`config.mk`:
```
export PLATFORM = sky130hd
export DESIGN_NAME = spi_master_register_access
export DESIGN_NICKNAME = d
export VERILOG_FILES = /design/src/design/smra_pkg.sv /design/src/design/spi_master_register_access.sv /design/src/design/smra_cfg.sv /design/src/design/smra_core.sv
export SDC_FILE = /design/constraint.sdc
export NUM_CORES = 1
export LEC_CHECK = 0
export ABC_AREA = 1
export BUFFER_PORTS_ARGS = -buffer_cell sky130_fd_sc_hd__buf_2
export CORE_UTILIZATION = 35
export CTS_CLUSTER_SIZE = 10
export DETAILED_ROUTE_END_ITERATION = 6
export SLEW_MARGIN = 10
export SYNTH_ARGS = -nofsm -noshare
export SYNTH_HDL_FRONTEND = slang
export SYNTH_SLANG_ARGS = --single-unit
```
`constraint.sdc`:
```
create_clock -name clk_i -period 3.4 [get_ports clk_i]
set_input_delay 0.68 -clock clk_i [delete_from_list [all_inputs] [get_ports clk_i]]
set_output_delay 0.68 -clock clk_i [all_outputs]
set_load 0.005 [all_outputs]
```
`src/design/smra_pkg.sv`:
```
package smra_pkg;

  localparam int MAX_BYTES_DEF = 32;
  localparam int BITS_PER_BYTE = 8;

  localparam logic [7:0] CS_SETUP_RST  = 8'd5;
  localparam logic [7:0] CLK_LOW_RST   = 8'd5;
  localparam logic [7:0] CLK_HIGH_RST  = 8'd2;

  typedef enum logic [1:0] {
    OP_TICK  = 2'd0,
    OP_PUSH  = 2'd1,
    OP_WRITE = 2'd2,
    OP_READ  = 2'd3
  } opcode_e;

  typedef enum logic [1:0] {
    CFG_CS_SETUP = 2'd0,
    CFG_CLK_LOW  = 2'd1,
    CFG_CLK_HIGH = 2'd2
  } cfg_idx_e;

  typedef struct packed {
    opcode_e    opcode;
    logic [7:0] reg_address;
    logic [5:0] byte_count;
    logic [7:0] write_byte;
    logic       miso_level;
  } in_t;

  typedef struct packed {
    logic       chip_select_n;
    logic       serial_clock;
    logic       mosi_level;
    logic [7:0] read_byte;
    logic       read_valid;
    logic       last_byte;
    logic       busy_res;
    logic       rejected;
  } out_t;

  typedef struct packed {
    logic [7:0] cs_setup_ticks;
    logic [7:0] clock_low_ticks;
    logic [7:0] clock_high_ticks;
  } timing_t;

endpackage

```
`src/design/spi_master_register_access.sv`:
```
// SPI mode 3 register-access master. Every input beat is one tick of pin timing and
// yields exactly one output beat with the pin levels after that tick, any received
// byte and the busy and rejected flags. A beat enters an input register and its result
// is computed in one pass into an output register, so one beat is taken per cycle
// while the output is not stalled; stalls come only from output backpressure. The
// write buffer holds MAX_BYTES bytes in a memory with one write port and one
// registered read port, prefetched a byte ahead of the shifter. Timing registers are
// written through the configuration channel, which is always ready; the user must
// write them only while no beat is in flight, as the block itself does not enforce it.
module spi_master_register_access #(
  parameter int MAX_BYTES = smra_pkg::MAX_BYTES_DEF
) (
  input  logic           clk_i,
  input  logic           rst_ni,
  input  logic           in_valid_i,
  output logic           in_ready_o,
  input  smra_pkg::in_t  in_data_i,
  output logic           out_valid_o,
  input  logic           out_ready_i,
  output smra_pkg::out_t out_data_o,
  input  logic           cfg_valid_i,
  output logic           cfg_ready_o,
  input  logic [1:0]     cfg_index_i,
  input  logic [7:0]     cfg_data_i
);

  logic              in_valid_q;
  smra_pkg::in_t     in_q;
  logic              out_valid_q;
  smra_pkg::out_t    out_q;
  logic              step;
  smra_pkg::out_t    res;
  smra_pkg::timing_t timing;

  assign step        = in_valid_q && (!out_valid_q || out_ready_i);
  assign in_ready_o  = !in_valid_q || step;
  assign cfg_ready_o = 1'b1;

  smra_cfg u_cfg (
    .clk_i       (clk_i),
    .rst_ni      (rst_ni),
    .cfg_valid_i (cfg_valid_i),
    .cfg_index_i (cfg_index_i),
    .cfg_data_i  (cfg_data_i),
    .timing_o    (timing)
  );

  smra_core #(
    .MAX_BYTES (MAX_BYTES)
  ) u_core (
    .clk_i    (clk_i),
    .rst_ni   (rst_ni),
    .step_i   (step),
    .item_i   (in_q),
    .timing_i (timing),
    .res_o    (res)
  );

  always_ff @(posedge clk_i or negedge rst_ni) begin
    if (!rst_ni) begin
      in_valid_q  <= 1'b0;
      out_valid_q <= 1'b0;
    end else begin
      if (in_ready_o) begin
        in_valid_q <= in_valid_i;
      end
      if (step) begin
        out_valid_q <= 1'b1;
      end else if (out_ready_i) begin
        out_valid_q <= 1'b0;
      end
    end
  end

  always_ff @(posedge clk_i) begin
    if (in_valid_i && in_ready_o) begin
      in_q <= in_data_i;
    end
    if (step) begin
      out_q <= res;
    end
  end

  assign out_valid_o = out_valid_q;
  assign out_data_o  = out_q;

endmodule

```
`src/design/smra_cfg.sv`:
```
module smra_cfg (
  input  logic              clk_i,
  input  logic              rst_ni,
  input  logic              cfg_valid_i,
  input  logic [1:0]        cfg_index_i,
  input  logic [7:0]        cfg_data_i,
  output smra_pkg::timing_t timing_o
);

  smra_pkg::timing_t timing_q;

  always_ff @(posedge clk_i or negedge rst_ni) begin
    if (!rst_ni) begin
      timing_q.cs_setup_ticks   <= smra_pkg::CS_SETUP_RST;
      timing_q.clock_low_ticks  <= smra_pkg::CLK_LOW_RST;
      timing_q.clock_high_ticks <= smra_pkg::CLK_HIGH_RST;
    end else if (cfg_valid_i) begin
      case (smra_pkg::cfg_idx_e'(cfg_index_i))
        smra_pkg::CFG_CS_SETUP: timing_q.cs_setup_ticks   <= cfg_data_i;
        smra_pkg::CFG_CLK_LOW:  timing_q.clock_low_ticks  <= cfg_data_i;
        smra_pkg::CFG_CLK_HIGH: timing_q.clock_high_ticks <= cfg_data_i;
        default: ;
      endcase
    end
  end

  assign timing_o = timing_q;

endmodule

```
`src/design/smra_core.sv`:
```
module smra_core #(
  parameter int MAX_BYTES = smra_pkg::MAX_BYTES_DEF
) (
  input  logic              clk_i,
  input  logic              rst_ni,
  input  logic              step_i,
  input  smra_pkg::in_t     item_i,
  input  smra_pkg::timing_t timing_i,
  output smra_pkg::out_t    res_o
);

  localparam int CW = $clog2(MAX_BYTES + 1);
  localparam int AW = (MAX_BYTES > 1) ? $clog2(MAX_BYTES) : 1;
  localparam int NW = (CW > 6) ? CW : 6;
  localparam logic [2:0] LAST_BIT = 3'(smra_pkg::BITS_PER_BYTE - 1);

  typedef enum logic [1:0] {
    PH_IDLE,
    PH_SETUP,
    PH_LOW,
    PH_HIGH
  } phase_e;

  phase_e         phase_q, phase_d;
  logic [7:0]     tick_q, tick_d;
  logic [2:0]     bit_q, bit_d;
  logic [CW-1:0]  idx_q, idx_d;
  logic [CW-1:0]  total_q, total_d;
  logic [CW-1:0]  fill_q, fill_d;
  logic           is_read_q, is_read_d;
  logic           in_addr_q, in_addr_d;
  logic [7:0]     sout_q, sout_d;
  logic [7:0]     sin_q, sin_d;
  logic           cs_n_q, cs_n_d;
  logic           sclk_q, sclk_d;
  logic           mosi_q, mosi_d;

  logic [7:0]     mem_q [MAX_BYTES];
  logic [7:0]     rd_q;
  logic [AW-1:0]  rd_addr;
  logic           mem_we;

  logic [7:0]     tick_inc;
  logic [CW-1:0]  idx_next;
  logic [7:0]     next_byte;
  logic [NW-1:0]  cnt_ext;
  logic           is_rd_op;
  logic           bad_cnt;
  logic           rej, rvalid, rlast;
  logic [7:0]     rbyte;

  assign rd_addr = in_addr_q ? '0 : AW'(idx_q + CW'(1));

  always_ff @(posedge clk_i) begin
    if (mem_we) begin
      mem_q[fill_q[AW-1:0]] <= item_i.write_byte;
    end
    rd_q <= mem_q[rd_addr];
  end

  always_comb begin
    phase_d   = phase_q;
    tick_d    = tick_q;
    bit_d     = bit_q;
    idx_d     = idx_q;
    total_d   = total_q;
    fill_d    = fill_q;
    is_read_d = is_read_q;
    in_addr_d = in_addr_q;
    sout_d    = sout_q;
    sin_d     = sin_q;
    cs_n_d    = cs_n_q;
    sclk_d    = sclk_q;
    mosi_d    = mosi_q;
    mem_we    = 1'b0;
    rej       = 1'b0;
    rvalid    = 1'b0;
    rlast     = 1'b0;
    rbyte     = '0;
    tick_inc  = tick_q + 8'd1;
    idx_next  = in_addr_q ? '0 : idx_q + CW'(1);
    next_byte = is_read_q ? 8'h00 : rd_q;
    cnt_ext   = NW'(item_i.byte_count);
    is_rd_op  = (item_i.opcode == smra_pkg::OP_READ);
    bad_cnt   = (cnt_ext == '0) || (cnt_ext > NW'(MAX_BYTES)) ||
                (!is_rd_op && (cnt_ext > NW'(fill_q)));

    if (step_i) begin
      if (phase_q == PH_IDLE) begin
        if (item_i.opcode == smra_pkg::OP_PUSH) begin
          if (fill_q >= CW'(MAX_BYTES)) begin
            rej = 1'b1;
          end else begin
            mem_we = 1'b1;
            fill_d = fill_q + CW'(1);
          end
        end else if (item_i.opcode == smra_pkg::OP_WRITE ||
                     item_i.opcode == smra_pkg::OP_READ) begin
          if (bad_cnt) begin
            rej = 1'b1;
          end else begin
            if (!is_rd_op) begin
              fill_d = '0;
            end
            is_read_d = is_rd_op;
            in_addr_d = 1'b1;
            total_d   = CW'(item_i.byte_count);
            idx_d     = '0;
            bit_d     = '0;
            sout_d    = item_i.reg_address;
            sin_d     = '0;
            tick_d    = '0;
            phase_d   = PH_SETUP;
            cs_n_d    = 1'b0;
            sclk_d    = 1'b1;
            mosi_d    = 1'b0;
          end
        end
      end else begin
        rej    = (item_i.opcode != smra_pkg::OP_TICK);
        tick_d = tick_inc;
        case (phase_q)
          PH_SETUP: begin
            if (tick_inc >= timing_i.cs_setup_ticks) begin
              phase_d = PH_LOW;
              tick_d  = '0;
              sclk_d  = 1'b0;
              mosi_d  = sout_q[7];
            end
          end
          PH_LOW: begin
            if (tick_inc >= timing_i.clock_low_ticks) begin
              if (is_read_q && !in_addr_q) begin
                sin_d = {sin_q[6:0], item_i.miso_level};
                if (bit_q == LAST_BIT) begin
                  rvalid = 1'b1;
                  rbyte  = sin_d;
                  rlast  = ((idx_q + CW'(1)) == total_q);
                end
              end
              phase_d = PH_HIGH;
              tick_d  = '0;
              sclk_d  = 1'b1;
            end
          end
          PH_HIGH: begin
            if (tick_inc >= timing_i.clock_high_ticks) begin
              bit_d  = bit_q + 3'd1;
              sout_d = {sout_q[6:0], 1'b0};
              tick_d = '0;
              if (bit_q == LAST_BIT) begin
                in_addr_d = 1'b0;
                idx_d     = idx_next;
                if (idx_next >= total_q) begin
                  phase_d = PH_IDLE;
                  cs_n_d  = 1'b1;
                  sclk_d  = 1'b1;
                  mosi_d  = 1'b0;
                end else begin
                  sout_d  = next_byte;
                  phase_d = PH_LOW;
                  sclk_d  = 1'b0;
                  mosi_d  = next_byte[7];
                end
              end else begin
                phase_d = PH_LOW;
                sclk_d  = 1'b0;
                mosi_d  = sout_q[6];
              end
            end
          end
          default: ;
        endcase
      end
    end
  end

  always_ff @(posedge clk_i or negedge rst_ni) begin
    if (!rst_ni) begin
      phase_q   <= PH_IDLE;
      tick_q    <= '0;
      bit_q     <= '0;
      idx_q     <= '0;
      total_q   <= '0;
      fill_q    <= '0;
      is_read_q <= 1'b0;
      in_addr_q <= 1'b0;
      sout_q    <= '0;
      sin_q     <= '0;
      cs_n_q    <= 1'b1;
      sclk_q    <= 1'b1;
      mosi_q    <= 1'b0;
    end else begin
      phase_q   <= phase_d;
      tick_q    <= tick_d;
      bit_q     <= bit_d;
      idx_q     <= idx_d;
      total_q   <= total_d;
      fill_q    <= fill_d;
      is_read_q <= is_read_d;
      in_addr_q <= in_addr_d;
      sout_q    <= sout_d;
      sin_q     <= sin_d;
      cs_n_q    <= cs_n_d;
      sclk_q    <= sclk_d;
      mosi_q    <= mosi_d;
    end
  end

  always_comb begin
    res_o.chip_select_n = cs_n_d;
    res_o.serial_clock  = sclk_d;
    res_o.mosi_level    = mosi_d;
    res_o.read_byte     = rbyte;
    res_o.read_valid    = rvalid;
    res_o.last_byte     = rlast;
    res_o.busy_res      = (phase_d != PH_IDLE);
    res_o.rejected      = rej;
  end

endmodule

```
# [After elaboration in Yosys (flattened, before gate mapping)]
# Memory sizes are Yosys's and may differ from the RTL's. A register that Yosys moved wholly into a read port is not among the register bits.
# Cells that the tools add are included.
[totals] mem_bits_rw=256 in_bits=40 word_cells=205 out_inout_bits=18 n_memories=1 register_bits=117
[memory_table] name="u_core.mem_q" depth=32 width=8 read_ports=1 rd_clocked_by_memory_dff=1 write_ports=1 line_no="smra_core.sv:38" text="logic [7:0] mem_q [MAX_BYTES];"
[op_classes] n_bitwise=6 mux=103 eq_ne=16 n_lt_le_gt_ge=7 reduce_logical=37 add_sub_neg=4
[op_table] op="two-way mux 8 bit" n=16
[op_table] op="two-way mux 6 bit" n=13
[op_table] op="two-way mux 1 bit" n=49
[op_table] op="two-way mux 7 bit" n=4
[op_table] op=">= comparator 8 bit" n=3
[op_table] op="one-hot mux 8 bit (3 select lines)" n=1
[op_table] op="two-way mux 2 bit" n=10
[op_table] op="nonzero test 2 bit" n=10
[op_table] op="two-way mux 3 bit" n=6
[op_table] op="AND reduction 7 bit" n=2
[op_table] op="adder 6 x 1 -> 6 bit (second input constant)" n=2
[op_table] op="inequality test 2 bit (second input constant)" n=6
[op_table] op="AND reduction 6 bit" n=2
[op_table] op="equality test 2 bit (second input constant)" n=5
[op_table] op="adder 8 x 1 -> 8 bit (second input constant)" n=1
[op_table] op="equality test 2 x 1 -> 1 bit (second input constant)" n=3
[op_table] op="equality test 6 bit" n=1
[op_table] op=">= comparator 6 bit" n=1
[op_table] op=">= comparator 6 bit (second input constant)" n=1
[op_table] op="> comparator 6 bit" n=1
[op_table] op="> comparator 6 bit (second input constant)" n=1
[op_table] op="zero test 6 bit" n=1
[op_table] op="inverter 1 bit" n=6
[op_table] op="one-hot mux 2 bit (3 select lines)" n=1
[op_table] op="other kinds (14)" n=27

# [Longest topological paths before layout]
# Gate-level depths: netlist (run 1).
[logic_depth] word_depth=10 depth_mapped=18

# [Hierarchy]
# A second synthesis (run 1) with hierarchy kept.
[hier_totals] cells_unflattened=1470 hier_area_um2=16659.7
[by_module_without_submodules] module="smra_core" seq_area_each_um2=9126.3 instances=1 cells_each=1309 area_each_um2=14295.0
[by_module_without_submodules] module="spi_master_register_access" seq_area_each_um2=1251.2 instances=1 cells_each=54 area_each_um2=1307.5
[by_module_without_submodules] module="smra_cfg" seq_area_each_um2=606.8 instances=1 cells_each=107 area_each_um2=1057.3

# [Worst setup path after synthesis (run 1)]
# No wires, ideal clock.
[synth_timing] path_type="reg-to-reg" start="reg u_core.idx_q[0]" end="reg u_core.sout_q[6]" setup_ns=0.126 setup_slack_ns=0.776 arrival_time_ns=2.498 synth_period_minus_slack_ns=2.624 stages_incl_launch_ff=17 path_cell_list="dfrtp_1 ha_1 nand3_1 xor2_1 nor2_2 ha_1 nand2_1 inv_1 a21oi_1 nand2_1 nor2_1 buf_2 nand2_1 o211ai_1 nand2_1 nand2_1 o21ai_0"
[synth_via] elab_chain_cells=8
[synth_rtl] item="from (decl)" line_no="smra_core.sv:27" text="logic [CW-1:0] idx_q, idx_d;"
[synth_rtl] item="from (signal assigned)" line_no="smra_core.sv:197" text="idx_q <= idx_d;"
[synth_rtl] item="adder 6 x 1 -> 6 bit" line_no="smra_core.sv:81" text="idx_next = in_addr_q ? '0 : idx_q + CW'(1);"
[synth_rtl] item="two-way mux 6 bit" line_no="smra_core.sv:81"
[synth_rtl] item=">= comparator 6 bit" line_no="smra_core.sv:154" text="if (idx_next >= total_q) begin"
[synth_rtl] item="two-way mux 8 bit" line_no="smra_core.sv:154"
[synth_rtl] item="two-way mux 8 bit" line_no="smra_core.sv:151" text="if (bit_q == LAST_BIT) begin"
[synth_rtl] item="two-way mux 8 bit" line_no="smra_core.sv:147" text="if (tick_inc >= timing_i.clock_high_ticks) begin"
[synth_rtl] item="two-way mux 8 bit" line_no="smra_core.sv:122" text="case (phase_q)"
[synth_rtl] item="two-way mux 8 bit" line_no="smra_core.sv:89" text="if (phase_q == PH_IDLE) begin"
[synth_rtl] item="to (signal assigned)" line_no="smra_core.sv:202" text="sout_q <= sout_d;"
[synth_rtl] item="to (decl)" line_no="smra_core.sv:32" text="logic [7:0] sout_q, sout_d;"
# No other way between the ends. The select of a mux whose other input is x is not followed.
# A chain may end at the register's enable or synchronous reset.

# [Worst setup path after layout (run 1)]
[layout_timing] start="reg u_core.tick_q[0]" end="reg u_core.in_addr_q"
[layout_via] elab_chain_cells=4
[layout_rtl] item="from (decl)" line_no="smra_core.sv:25" text="logic [7:0] tick_q, tick_d;"
[layout_rtl] item="from (signal assigned)" line_no="smra_core.sv:195" text="tick_q <= tick_d;"
[layout_rtl] item="adder 8 x 1 -> 8 bit" line_no="smra_core.sv:80" text="tick_inc = tick_q + 8'd1;"
[layout_rtl] item=">= comparator 8 bit" line_no="smra_core.sv:147"
[layout_rtl] item="nonzero test 2 bit (no line)"
[layout_rtl] item="AND reduction 7 bit (no line)"
[layout_rtl] item="to (signal assigned)" line_no="smra_core.sv:201" text="in_addr_q <= in_addr_d;"
[layout_rtl] item="to (decl)" line_no="smra_core.sv:31" text="logic in_addr_q, in_addr_d;"
# No other way between the ends.

==> flow_summary.ini, run 1 <==
[outcome]
outcome = finished with violations
violated_checks = DRC

[power]
ir_drop_mv = 0.460
power.density_cell_area_mw_per_mm2 = 721
leakagePower_nw = 7.47
post-layout-total-power_mw = 13.8

[clocking]
cts_root_buffer = sky130_fd_sc_hd__clkbuf_16
htreeDepth = 2
post_cts_resize_count = 0
holdBufCountCts = 0
cts_tree = done
cts_buffers = 45
clkSlewWorstSetupHoldPaths_ns = 0.05
insertion_delay_of_the_later_clocked_pin_in_the_worst_skew_pair_ns = 0.57
clock_tree.buffer_depth = 3
cts_setup_buffers = 0
clock_sinks = 381

[route]
route.vias.total = 11455
detail_route.first_pass.iterations = 7
detail_route.drc_violations = 8
via_per_inst = 5.09
ant_nets = 0
wire_length_per_cell_um = 18.2
initialDrtViolationCount = 1187
routed_wl_mm = 40.9

[sta]
setup-tns-final_ns = 0
max_freq_mhz = 352
slew_violations = 0
whs_ns = 0.281
actual_transition_at_the_worst_max_transition_pin_ns = 1.22
final.min_clock_period_ns = 2.84
rsz0062_at_grt = no
post-route-worst-setup-slack_ns = 0.558
period_share_pct = 83.6
relSlewSlack_pct = 18.8
final_hold_viol_count = 0
setup_viol = 0
finClkSkew_ns = 0.0172

[yosys]
ys_ff_latch = 381
simple_gate_portion_of_the_synthesized_area_pct = 14.4
post_synth_num_cell_types = 43
avgSynthCellArea_um2 = 10.9
synth_compound_area_share_pct = 10.8
synth_nets = 1625
yosys-mux-area-fraction_pct = 0
yosys_most_used_dff = sky130_fd_sc_hd__edfxtp_1
synth.yosys.warnings = 0
synth_adder_area_share_pct = 3.68
yosysSeqAreaShare_pct = 65.9
synth_xor_xnor_area_share_pct = 0.683
synth_async_sr_flop_share_pct = 20.2
post_synth_inst_count = 1536
edff_count_synth = 296
synth_top_family_by_area = simple AND/OR/NAND/NOR gates
syn_area_mm2 = 0.0167

[place]
placedInstanceArea_mm2 = 0.0178
gp_congestion = 0.898
hpwlAfterDp_mm = 25.2
dp_slack_ns = 0.585
port-buffer-count = 56

[floorplan]
die_area_mm2 = 0.0485
floorplan.core_area_mm2 = 0.0468
fp-row-count = 79
io_pins = 58
die_y_um = 220
die-width_um = 220
initial_utilization_pct = 35.7

[cells_and_area]
layout.filler_cells = 4441
final_cell_area_mm2 = 0.0191
area_growth_syn_to_layout_pct = 14.5
fin_nets = 1714
antenna_cells = 0
post_route_cells_drive_above_1_share_pct = 11.4

[global_route]
grtUsageTotal_pct = 17.2
grt_busiest_layer = met2
grt_use_met1_pct = 22.7
globalRouteMet3Util_pct = 3.84
globalRouteOverflowTotal = 0
grt_antenna_before_repair = 0
met2_usage_pct = 28.3
grt_pass1_vias = 11294
grt_start_max_net_pins = 131
grt_pass1_wl_mm = 63.9

[critical_path]
worst_setup_path_start_kind = flip-flop
crit_path_cell_trace = ha_1, nand3_1, nand3b_1, xor2_1, inv_1, ha_1, nand2_1, o21a_1, nand3_1, o211ai_1, nor2_2, o21ai_0
critical_path_cell_with_the_highest_stage_delay = sky130_fd_sc_hd__dfrtp_1
crit_path_max_incr_delay_ns = 0.46
cp.required_ns = 3.82
cp.arrival_ns = 3.26
cp-end-kind = flip-flop
worst-path-max-fanout = 10
path_class = reg -> reg

[run]
timing.max_cap.violations = 0

[hold_path]
timing.hold.worst.class = in -> async
==> layer usage <==
metal	up-vias	share of wire, %
li1	5468	-
met1	5582	44
met2	326	47
met3	79	6.3
met4	0	2.4
met5	-	0
==> cell type report <==
cell class | count | area [µm²] | share of cell area, %
clock inverter | 4 | 33.8 | 0.177
inverter | 115 | 432 | 2.26
clock buffer | 61 | 1230 | 6.43
sequential | 381 | 11000 | 57.6
tap | 607 | 759 | 3.98
multi-input combinational | 973 | 4930 | 25.8
timing repair buffer | 109 | 718 | 3.76
==> worst max-delay path: cells and delay by family, from the launching register on <==
kind,cells,cell delay [ns]
DFF,1,0.46
xor gates and xnor gates,1,0.18
AOI/OAI and AO/OA,3,0.57
buffers and inverters,1,0.10
adders and majority gates,2,0.50
and+or+nand+nor,5,0.90
==> flip-flops by register name (all words and copies together) (netlist names), 2 cells and up <==
signal	count
out_data_o	15
u_core.mem_q	256
u_core.total_q	6
u_core.tick_q	8
u_core.phase_q	2
in_q	25
u_core.bit_q	3
u_cfg.timing_o	24
u_core.rd_q	8
u_core.idx_q	6
u_core.sout_q	8
u_core.fill_q	6
u_core.sin_q	7
==> Yosys cell counts (2+ instances only) <==
| library cell | number | share of area [%] |
|---|---|---|
| sky130_fd_sc_hd__nor3_1 | 3 | 0.090 |
| sky130_fd_sc_hd__o21ai_1 | 10 | 0.30 |
| sky130_fd_sc_hd__o21a_1 | 3 | 0.14 |
| sky130_fd_sc_hd__xnor2_1 | 3 | 0.16 |
| sky130_fd_sc_hd__dfstp_2 | 7 | 1.1 |
| sky130_fd_sc_hd__buf_4 | 10 | 0.45 |
| sky130_fd_sc_hd__edfxtp_1 | 296 | 53 |
| sky130_fd_sc_hd__inv_2 | 6 | 0.14 |
| sky130_fd_sc_hd__xor2_1 | 10 | 0.53 |
| sky130_fd_sc_hd__a21oi_1 | 24 | 0.72 |
| sky130_fd_sc_hd__nand2_1 | 246 | 5.5 |
| sky130_fd_sc_hd__nand2_4 | 4 | 0.27 |
| sky130_fd_sc_hd__nand4_1 | 4 | 0.15 |
| sky130_fd_sc_hd__nand3b_1 | 3 | 0.14 |
| sky130_fd_sc_hd__dfxtp_1 | 8 | 0.96 |
| sky130_fd_sc_hd__o21bai_1 | 2 | 0.090 |
| sky130_fd_sc_hd__nor2_4 | 2 | 0.14 |
| sky130_fd_sc_hd__nor2_2 | 4 | 0.15 |
| sky130_fd_sc_hd__inv_1 | 107 | 2.4 |
| sky130_fd_sc_hd__o211ai_1 | 49 | 2.2 |
| sky130_fd_sc_hd__clkbuf_1 | 25 | 0.56 |
| sky130_fd_sc_hd__nand3_1 | 55 | 1.7 |
| sky130_fd_sc_hd__dfrtp_1 | 70 | 11 |
| sky130_fd_sc_hd__o21ai_0 | 201 | 6.0 |
| sky130_fd_sc_hd__o221ai_1 | 6 | 0.32 |
| sky130_fd_sc_hd__buf_2 | 31 | 0.93 |
| sky130_fd_sc_hd__clkinv_1 | 2 | 0.045 |
| sky130_fd_sc_hd__o22ai_1 | 21 | 0.79 |
| sky130_fd_sc_hd__ha_1 | 49 | 3.7 |
| sky130_fd_sc_hd__nor2_1 | 262 | 5.9 |
==> cell usage in the layout, fill, tap and decap left out, drive strengths merged, types with 2 or more instances in the layout <==
cell type,synthesis,final
o211ai,49,49
dfxtp,8,8
o221ai,6,6
dfrtp,70,70
or2,2,2
buf,42,109
nor3,3,3
clkbuf,25,61
edfxtp,296,296
xor2,10,10
o21bai,2,2
clkinv,2,6
nand4,4,4
a21oi,24,24
o21ai,212,212
ha,49,49
nor2,269,269
xnor2,3,3
nand3b,3,3
inv,113,113
dfstp,7,7
o22ai,21,21
nand2,251,251
o21a,3,3
nand3,56,56
==> kinds of logic (layout without fill, tap and decap cells) <==
logic type | count (synthesis) | after routing
xor gates and xnor gates | 13 | 13
buffers and inverters | 182 | 289
and+or+nand+nor | 590 | 590
DFF | 381 | 381
other | 1 | 1
adders and majority gates | 49 | 49
AOI/OAI and AO/OA | 320 | 320
==> path summary, 6_finish.rpt <==
kind / start / cells after the start / slack, ns / end
worst max register to register: u_core.tick_q[0] / 12 / 0.56 / u_core.in_addr_q
worst min-delay path: rst_ni / 1 / 0.28 / u_cfg.timing_o[19]
worst min register to register: u_cfg.timing_o[17] / 2 / 0.49 / u_cfg.timing_o[17]
max in group asynchronous: rst_ni / 1 / 2.43 / u_core.sin_q[0]
worst max-delay path: u_core.tick_q[0] / 12 / 0.56 / u_core.in_addr_q
min in group clk_i: in_data_i[8] / 1 / 0.28 / in_q[8]
==> metrics by stage <==
stage | std cells | util [%]
5_1_grt | 2250 | 40.8
3_5_place_dp | 2185 | 38.1
3_3_place_gp | 2185 | 38.1
6_report | 2250 | 40.8
2_1_floorplan | 1536 | -
4_1_cts | 2250 | 40.8
==> where the power goes <==
part	total [mW]	switching, mW	internal (mW)
clock	4.26	1.77	2.48
combinational	3.79	2.64	1.15
sequential	5.72	0.286	5.43
(Power assumes the default switching activity.)
==> run 2, diff against run 1 <==
--- a/config.mk
+++ b/config.mk
@@ -5,7 +5,7 @@
 export SDC_FILE = /design/constraint.sdc
 export NUM_CORES = 1
 export LEC_CHECK = 0
-export ABC_AREA = 1
+export ABC_AREA = 0
 export BUFFER_PORTS_ARGS = -buffer_cell sky130_fd_sc_hd__buf_2
 export CORE_UTILIZATION = 35
 export CTS_CLUSTER_SIZE = 10
==> constraint.sdc (replaced) <==
create_clock -name clk_i -period 2.4 [get_ports clk_i]
set_input_delay 0.48 -clock clk_i [delete_from_list [all_inputs] [get_ports clk_i]]
set_output_delay 0.48 -clock clk_i [all_outputs]
set_load 0.005 [all_outputs]
==> run 2 against run 1 <==
  * Register-to-register slack got worse by 1.0 ns
  * Worst setup slack got worse by 1.0 ns
  * Critical endpoint is now out_data_o[1]
  * The flow finishes with violations (setup timing)
  * Flip-flop and latch count did not move
==> flow_summary.ini, run 2 <==
[outcome]
outcome = finished with violations
violated_checks = setup timing

[power]
power.density_cell_area_mw_per_mm2 = 971
leakagePower_nw = 8.02
post-layout-total-power_mw = 20.6
ir_drop_mv = 0.611

[yosys]
edff_count_synth = 296
synth_async_sr_flop_share_pct = 20.2
post_synth_inst_count = 1275
synth.yosys.warnings = 0
yosysSeqAreaShare_pct = 66.6
ys_ff_latch = 381
synth_top_cells_by_area = sky130_fd_sc_hd__edfxtp_1, sky130_fd_sc_hd__dfrtp_1, sky130_fd_sc_hd__nand2_1
synthTopCellsByCount = sky130_fd_sc_hd__edfxtp_1, sky130_fd_sc_hd__nand2_1, sky130_fd_sc_hd__dfrtp_1
synth_nets = 1364
post_synth_num_cell_types = 63
syn_area_mm2 = 0.0165
avgSynthCellArea_um2 = 12.9
yosysTopAreaCellShare_pct = 53.9
synthDominantAreaCellType = sky130_fd_sc_hd__edfxtp_1
yosys_most_used_dff = sky130_fd_sc_hd__edfxtp_1
synth_most_common_cell = sky130_fd_sc_hd__edfxtp_1

[clocking]
insertion_delay_of_the_later_clocked_pin_in_the_worst_skew_pair_ns = 0.59
clkSlewWorstSetupHoldPaths_ns = 0.06
cts_buffers = 45
clock_sinks = 381
cts_tree = done
htreeDepth = 2
cts_root_buffer = sky130_fd_sc_hd__clkbuf_16
clock_tree.buffer_depth = 3

[cells_and_area]
post_route_cells_drive_above_1_share_pct = 31.3
leading_cell_types_in_the_layout_fill_and_taps_excluded = sky130_fd_sc_hd__edfxtp_1, sky130_fd_sc_hd__nand2_1, sky130_fd_sc_hd__buf_4
layout.filler_cells = 4126
largest_register_ff_count = 256
fin_util_pct = 45.7
area_occupied_by_multi_input_gates_mm2 = 0.00619
regArea_mm2 = 0.0110
layout_commonest_cell = sky130_fd_sc_hd__edfxtp_1
fin_nets = 1569
area_growth_syn_to_layout_pct = 28.8
antenna_cells = 0

[sta]
rsz0062_at_grt = yes
slew_violations = 0
period_share_pct = 120
setup_viol = 55
finClkSkew_ns = 0.0511
relSlewSlack_pct = 18.2
setup-tns-final_ns = -17.72
actual_transition_at_the_worst_max_transition_pin_ns = 1.23
final.min_clock_period_ns = 2.88
post-route-worst-setup-slack_ns = -0.479
max_freq_mhz = 347
final_hold_viol_count = 0

[critical_path]
path_class = reg -> reg
worst_setup_path_start_kind = flip-flop
cp.required_ns = 2.71
reg_to_reg_slack_setup_ns = -0.48
setup.worst_path.end = out_data_o[1]
worst-path-max-fanout = 5
critical_path_launch_point = u_core.tick_q[1]
worstReg2RegEnd = out_data_o[1]
crit_path_max_incr_delay_ns = 0.41
cp.arrival_ns = 3.19
critical_path_cell_with_the_highest_stage_delay = sky130_fd_sc_hd__dfrtp_1
reg2reg_from = u_core.tick_q[1]
cp-end-kind = flip-flop
worst_r2r_path_depth = 10
crit_path_cell_trace = ha_4, nand3_4, xnor2_4, ha_1, nor4_4, o21ai_2, a31oi_4, a211oi_2, a221o_1, a2111o_1

[global_route]
globalRouteOverflowTotal = 0
grt_antenna_before_repair = 0
grtUsageTotal_pct = 16.8
grt_pass1_vias = 10934
grt_start_max_net_pins = 51
grt_pass1_wl_mm = 62.2

[route]
route.vias.total = 10976
wire_length_per_cell_um = 19.3
via_per_inst = 5.21
initialDrtViolationCount = 864
detail_route.drc_violations = 0
detail_route.first_pass.iterations = 5
ant_nets = 0
routed_wl_mm = 40.7

[floorplan]
io_pins = 58
die_y_um = 219
die-width_um = 219
fp-row-count = 79
die_area_mm2 = 0.0480
initial_utilization_pct = 35.4
floorplan.core_area_mm2 = 0.0466

[hold_path]
timing.hold.worst.class = in -> reg
min_path_cells = 1

[place]
port-buffer-count = 56
gp_congestion = 0.827
hpwlAfterDp_mm = 25.5

[run]
timing.max_cap.violations = 0
==> run 2: cell type report <==
class                           count  area share [%]
Sequential cell                   381            51.7
Multi-Input combinational cell    782            29.1
Timing Repair Buffer              221            8.47
Clock buffer                       59            5.69
Tap cell                          607            3.57
Inverter                           49           0.877
Clock inverter                      6           0.559
==> run 2: worst min path at each step <==
stage | startpoint | end
2_1_floorplan | rst_ni | in_valid_q
3_3_place_gp | rst_ni | u_core.bit_q[0]
3_5_place_dp | rst_ni | u_core.bit_q[0]
4_1_cts | in_data_i[3] | in_q[3]
5_1_grt | in_data_i[4] | in_q[4]
6_report | in_data_i[3] | in_q[3]
==> run 2: layer usage <==
layer,GRT usage (%),routed length [µm],vias to the layer above
met5,0,0,-
met4,4.49,801,0
met3,2.81,2240,59
met2,28.1,19900,296
met1,22.6,17700,5484
li1,-,-,5137
==> run 2: timing repair <==
item	CTS	global route
hold buffers	1	0
gates cloned	0	3
gates resized for setup	126	90
endpoints found under the hold margin	27	0
setup endpoints to repair	239	123
setup buffers	15	8
pin swaps	46	43
==> run 2: power by group <==
group	total (mW)	internal, mW	switching [mW]
sequential	7.96	7.64	0.316
combinational	6.46	2.84	3.62
clock	6.24	3.63	2.61
==> run 2: logic make-up after synthesis <==
group	synth area share, %
and+or+nand+nor	11.6
other	0.0227
adders and majority gates	3.72
DFF	66.6
muxes	4.72
AOI/OAI and AO/OA	9.85
buffers and inverters	2.64
xor gates and xnor gates	0.849
==> run 2: through the flow <==
step	area, µm²	std cells	worst slack (ns)	hold WS, ns
6_report	21300	2105	-0.479	0.0802
5_1_grt	21300	2105	-0.626	0.0620
4_1_cts	20700	2099	-0.482	0.0556
3_5_place_dp	18700	2019	-0.595	0.450
3_3_place_gp	18700	2019	-0.478	0.447
2_1_floorplan	16800	1275	-0.450	0.184
==> run 2: worst max-delay path: cells and delay by family (launching register included) <==
| kind | cells | cell delay [ns] |
|---|---|---|
| and+or+nand+nor | 2 | 0.46 |
| adders and majority gates | 2 | 0.45 |
| DFF | 1 | 0.41 |
| xor gates and xnor gates | 1 | 0.17 |
| AOI/OAI and AO/OA | 5 | 1.14 |
